$ cat src/miq_pkg.sv
`timescale 1ns / 1ps
package miq_pkg;

	// Command kinds; any kind with the high bit set is a pop.
	typedef logic [1:0] kind_t;
	localparam kind_t KIND_BACK   = 2'd0;
	localparam kind_t KIND_MIDDLE = 2'd1;

	// Result status codes.
	typedef logic [1:0] res_t;
	localparam res_t RES_PUSHED = 2'd0;
	localparam res_t RES_POPPED = 2'd1;
	localparam res_t RES_EMPTY  = 2'd2;
	localparam res_t RES_FULL   = 2'd3;

	// Operation selected by the controller for the execute cycle.
	typedef enum logic [1:0] {
		OP_NONE,
		OP_POP,
		OP_PUSH_BACK,
		OP_PUSH_MID
	} op_t;

	// Controller states.
	typedef enum logic [1:0] {
		S_IDLE,
		S_EXEC,
		S_FIN
	} state_t;

	// Controller to datapath commands.
	typedef struct packed {
		logic load;
		logic exec;
		op_t  op;
		res_t res;
		logic finish;
	} miq_cmd_t;

	// Datapath to controller status.
	typedef struct packed {
		kind_t kind;
		logic  front_empty;
		logic  full;
	} miq_stat_t;

endpackage

$ cat src/miq_ctrl.sv
`timescale 1ns / 1ps
module miq_ctrl (
	input  logic               clk,
	input  logic               arst_n,
	input  logic               start,
	input  miq_pkg::miq_stat_t stat,
	output logic               busy,
	output logic               done,
	output miq_pkg::miq_cmd_t  cmd
);

	import miq_pkg::*;

	state_t state_q;
	state_t state_d;

	// State register.
	always_ff @(posedge clk or negedge arst_n) begin
		if (!arst_n) begin
			state_q <= S_IDLE;
		end else begin
			state_q <= state_d;
		end
	end

	// Next state: a new transfer may be taken while the previous result is shown.
	always_comb begin
		state_d = state_q;
		case (state_q)
			S_IDLE: begin
				if (start) begin
					state_d = S_EXEC;
				end
			end
			S_EXEC: begin
				state_d = S_FIN;
			end
			S_FIN: begin
				state_d = start ? S_EXEC : S_IDLE;
			end
			default: begin
				state_d = S_IDLE;
			end
		endcase
	end

	// Outputs and commands.
	always_comb begin
		busy       = (state_q == S_EXEC);
		done       = (state_q == S_FIN);
		cmd.load   = start && (state_q != S_EXEC);
		cmd.exec   = (state_q == S_EXEC);
		cmd.finish = (state_q == S_FIN);
		cmd.op     = OP_NONE;
		cmd.res    = RES_PUSHED;
		if (state_q == S_EXEC) begin
			case (stat.kind)
				KIND_BACK: begin
					cmd.op  = stat.full ? OP_NONE : OP_PUSH_BACK;
					cmd.res = stat.full ? RES_FULL : RES_PUSHED;
				end
				KIND_MIDDLE: begin
					cmd.op  = stat.full ? OP_NONE : OP_PUSH_MID;
					cmd.res = stat.full ? RES_FULL : RES_PUSHED;
				end
				default: begin
					cmd.op  = stat.front_empty ? OP_NONE : OP_POP;
					cmd.res = stat.front_empty ? RES_EMPTY : RES_POPPED;
				end
			endcase
		end
	end

endmodule

$ cat config.mk
export PLATFORM = sky130hd
export DESIGN_NAME = miq_ctrl
export DESIGN_NICKNAME = d
export VERILOG_FILES = /design/src/miq_pkg.sv /design/src/miq_ctrl.sv
export SDC_FILE = /design/constraint.sdc
export NUM_CORES = 1
export LEC_CHECK = 0
export ABC_AREA = 1
export ABC_CLOCK_PERIOD_IN_PS = 800
export BUFFER_PORTS_ARGS = -buffer_cell sky130_fd_sc_hd__buf_2
export CORE_AREA = 2 2 39 41
export CTS_CLUSTER_DIAMETER = 30
export CTS_CLUSTER_SIZE = 10
export DETAILED_ROUTE_END_ITERATION = 10
export DIE_AREA = 0 0 41 43
export GPL_TIMING_DRIVEN = 0
export PLACE_DENSITY = 0.44
export SLEW_MARGIN = 20
export SYNTH_ARGS = -nofsm -noshare
export SYNTH_HDL_FRONTEND = slang
export SYNTH_SLANG_ARGS = --single-unit
$ cat constraint.sdc
create_clock -name clk -period 0.8 [get_ports clk]
set_input_delay 0.08 -clock clk [delete_from_list [all_inputs] [get_ports clk]]
set_output_delay 0.08 -clock clk [all_outputs]
set_load 0.03 [all_outputs]
==> impl_metrics.csv <==
group,metric,value,unit
outcome,status,"finished, violations left",
outcome,violations,"setup timing",
sta,setup_tns,-3.55,ns
floorplanning,ios,16,
floorplanning,fp.dieW,41,microns
clock_tree,clk_path_buf_depth,2,
pwr,leakage,0.207,nW
detailed_routing,drt_first_pass_iters,2,
critical_path,crit_path_start,"state_q[1]$_DFFE_PN0P_",
cells_and_area,area.growth.synth_to_final,152,%
detailed_routing,drcViolationCount,0,
synthesis,ys_ff_latch,2,
grt,grt_usage,0.0842,
synthesis,yosys.area_share.simple,0.356,
pwr,p_seq_frac,0.114,
sta,setup_viol,11,
sta,min_period,1.22,ns
synthesis,yosysUniqueCellTypes,11,
cells_and_area,fillerInstances,161,
grt,grt_max_degree,5,
sta,setup_slack,-0.423,ns
cells_and_area,diodes,0,
synthesis,synth_top_family_by_area,"simple AND/OR/NAND/NOR gates",
synthesis,synth-seq-area-share,0.303,
floorplanning,die_area,1760,sq um
synthesis,synth-compound-area-share,0.114,
cells_and_area,final_core_util,0.301,
detailed_routing,wl_per_cell,7.57,microns
cells_and_area,ff_latch_area,51.3,sq um
critical_path,path_cells,"nor2_4 -> inv_4 -> a21oi_4 -> buf_6",
cells_and_area,drive_gt1_frac,0.776,
critical_path,reg2reg_depth,4,
synthesis,avgSynthCellArea,6.35,sq um
floorplanning,coreArea,1380,sq um
pwr,power.share.switching,0.478,
placed_design,gp_congestion,0.562,
critical_path,arrival,1.14,ns
hold_path,holdPathStages,3,
clock_tree,cts.sinks,2,
critical_path,required,0.72,ns
grt,grt_pass1_wl,869,microns
sta,rsz0062_at_grt,"true",
floorplanning,die_h,43,microns
sta,slew_viol_final,0,
pwr,p_int,922,uW
sta,hold_viol,0,
grt,grt_antenna_before_repair,0,
synthesis,synth_fp_nets,33,
synthesis,yosys_warnings,0,
synthesis,synth_xor_area_frac,0,
placed_design,portBuffers,15,
synthesis,synth_fa_ha_area_frac,0,
cells_and_area,top_regs,"state_q (2)",
critical_path,cp-end-kind,"output port",
sta,relSlewSlack,0.792,
synthesis,syn_area,165,sq um
detailed_routing,ant_nets,0,
critical_path,crit-reg2reg-capture,"state_q[0]$_DFFE_PN0P_",
sta,max_freq,817,MHz
critical_path,critPathSlowestCell,"dfrtp_2",
clock_tree,cts_buffers,3,
detailed_routing,viasPerCell,3.55,
cells_and_area,layout_common_cells,"buf_4 (8), buf_6 (7), buf_2 (6), nor2_4 (4), nand2_1 (4)",
clock_tree,clkLatencyLatePin,0.23,ns
critical_path,crit_path_start_kind,"flop",
pwr,comb_power_share,0.756,
cells_and_area,nNetsFinal,58,
synthesis,syn_inst,26,
sta,worstMarginPinSlew,0.311,ns
detailed_routing,num_vias,231,
clock_tree,root_buffer,"clkbuf_4",
clock_tree,cts_tree,"yes",
sta,skew,0.00505,ns
critical_path,rrSetupSlack,-0.14,ns
critical_path,max_stage_delay,0.41,ns
placed_design,place_ws,-0.271,ns
critical_path,timing.rr.start,"state_q[1]$_DFFE_PN0P_",
pwr,p_total,1.77,mW
job,max_cap_viol_count,0,
detailed_routing,first_iter_violations,3,
hold_path,min_from,"start",
grt,gr-total-overflow,0,
grt,first_global_vias,220,
hold_path,worstHoldPathType,"in -> reg",
clock_tree,h-tree-depth,1,
sta,timing.final.crit_share,1.53,
pwr,vdd_drop_max,745,uV
detailed_routing,routed_wl,492,microns
pwr,power_frac_clock,0.130,
critical_path,critPathKind,"reg -> out",
synthesis,synth_mux_area_frac,0,
cells_and_area,multi_input_area,119,sq um
critical_path,cp_max_fo,4,
cells_and_area,largest_reg_flops,2,
pwr,power_density,4240,nW/um^2
cells_and_area,largest-register,"state_q",
clock_tree,clk_pin_slew_worst_paths,0.03,ns
pwr,switchingPower,844,uW
hold_path,min_to,"state_q[0]$_DFFE_PN0P_",
floorplanning,initial_utilization,0.119,
cells_and_area,layout_commonest_cell,"buf_4",
floorplanning,num_rows,14,
==> area by class of cell <==
| cell class | count | share of cell area |
|---|---|---|
| Buffer | 2 | 0.0360 |
| Clock buffer | 3 | 0.0541 |
| Inverter | 6 | 0.0601 |
| Multi-Input combinational cell | 16 | 0.285 |
| Sequential cell | 2 | 0.123 |
| Tap cell | 16 | 0.0480 |
| Timing Repair Buffer | 20 | 0.393 |
==> layer usage <==
layer,global-route usage,vias up,wire length [microns]
met4,0.120,0,0
met3,0.0471,0,11
li1,-,121,-
met5,0,-,0
met1,0.0735,106,148
met2,0.106,4,331
==> cell families after synthesis <==
| logic type | Yosys count |
|---|---|
| buffers and inverters | 8 |
| AND/OR/NAND/NOR | 13 |
| flip-flops | 2 |
| AO/OA/AOI/OAI | 3 |
==> critical path: cells and delay by family, from the launching register on <==
kind                   cells  cell delay [ns]
AO/OA/AOI/OAI              1             0.11
buffers and inverters      2             0.22
flip-flops                 1             0.41
AND/OR/NAND/NOR            1             0.18
==> power groups by stage <==
| stage | registers, mW | logic (mW) | clock network, mW |
|---|---|---|---|
| CTS | 0.203 | 1.29 | 0.246 |
| global placement | 0.217 | 0.935 | 0 |
| floorplan | 0.206 | 0.741 | 0 |
| finish | 0.201 | 1.34 | 0.229 |
| detailed placement | 0.218 | 0.934 | 0 |
| global route | 0.212 | 1.42 | 0.259 |
==> how the worst max path moves through the flow <==
stage	end	slack [ns]	depth (start not counted)
floorplan	cmd[3]	-0.29	3
global placement	cmd[3]	-0.27	4
detailed placement	cmd[3]	-0.27	4
CTS	cmd[6]	-0.43	4
global route	cmd[1]	-0.48	4
finish	cmd[3]	-0.42	4
==> stage by stage <==
| stage | cells | instance area, sq um | hold slack, ns |
|---|---|---|---|
| after CTS | 65 | 405 | 0.112 |
| after global routing | 65 | 417 | 0.169 |
| after floorplan | 26 | 200 | -0.216 |
| after detailed placement | 57 | 295 | -0.133 |
| final | 65 | 417 | 0.151 |
| after global placement | 57 | 295 | -0.132 |
==> Yosys cell counts <==
cell type  n  area share
buf_4      2       0.091
a21oi_2    1       0.053
nor2_4     1       0.068
nor2_2     1       0.038
inv_1      5        0.11
nand2_1    5        0.11
o21ai_1    1       0.030
inv_2      1       0.023
a21oi_1    1       0.030
nor2_1     6        0.14
dfrtp_1    2        0.30
==> timing repair <==
action,4_1_cts,5_1_grt
hold buffers,1,0
endpoints found under the hold margin,2,0
setup endpoints to repair,9,11
pin swaps,3,0
setup buffers,4,0
gates resized for setup,17,5
No activity file was read; power rests on OpenSTA's default activity.
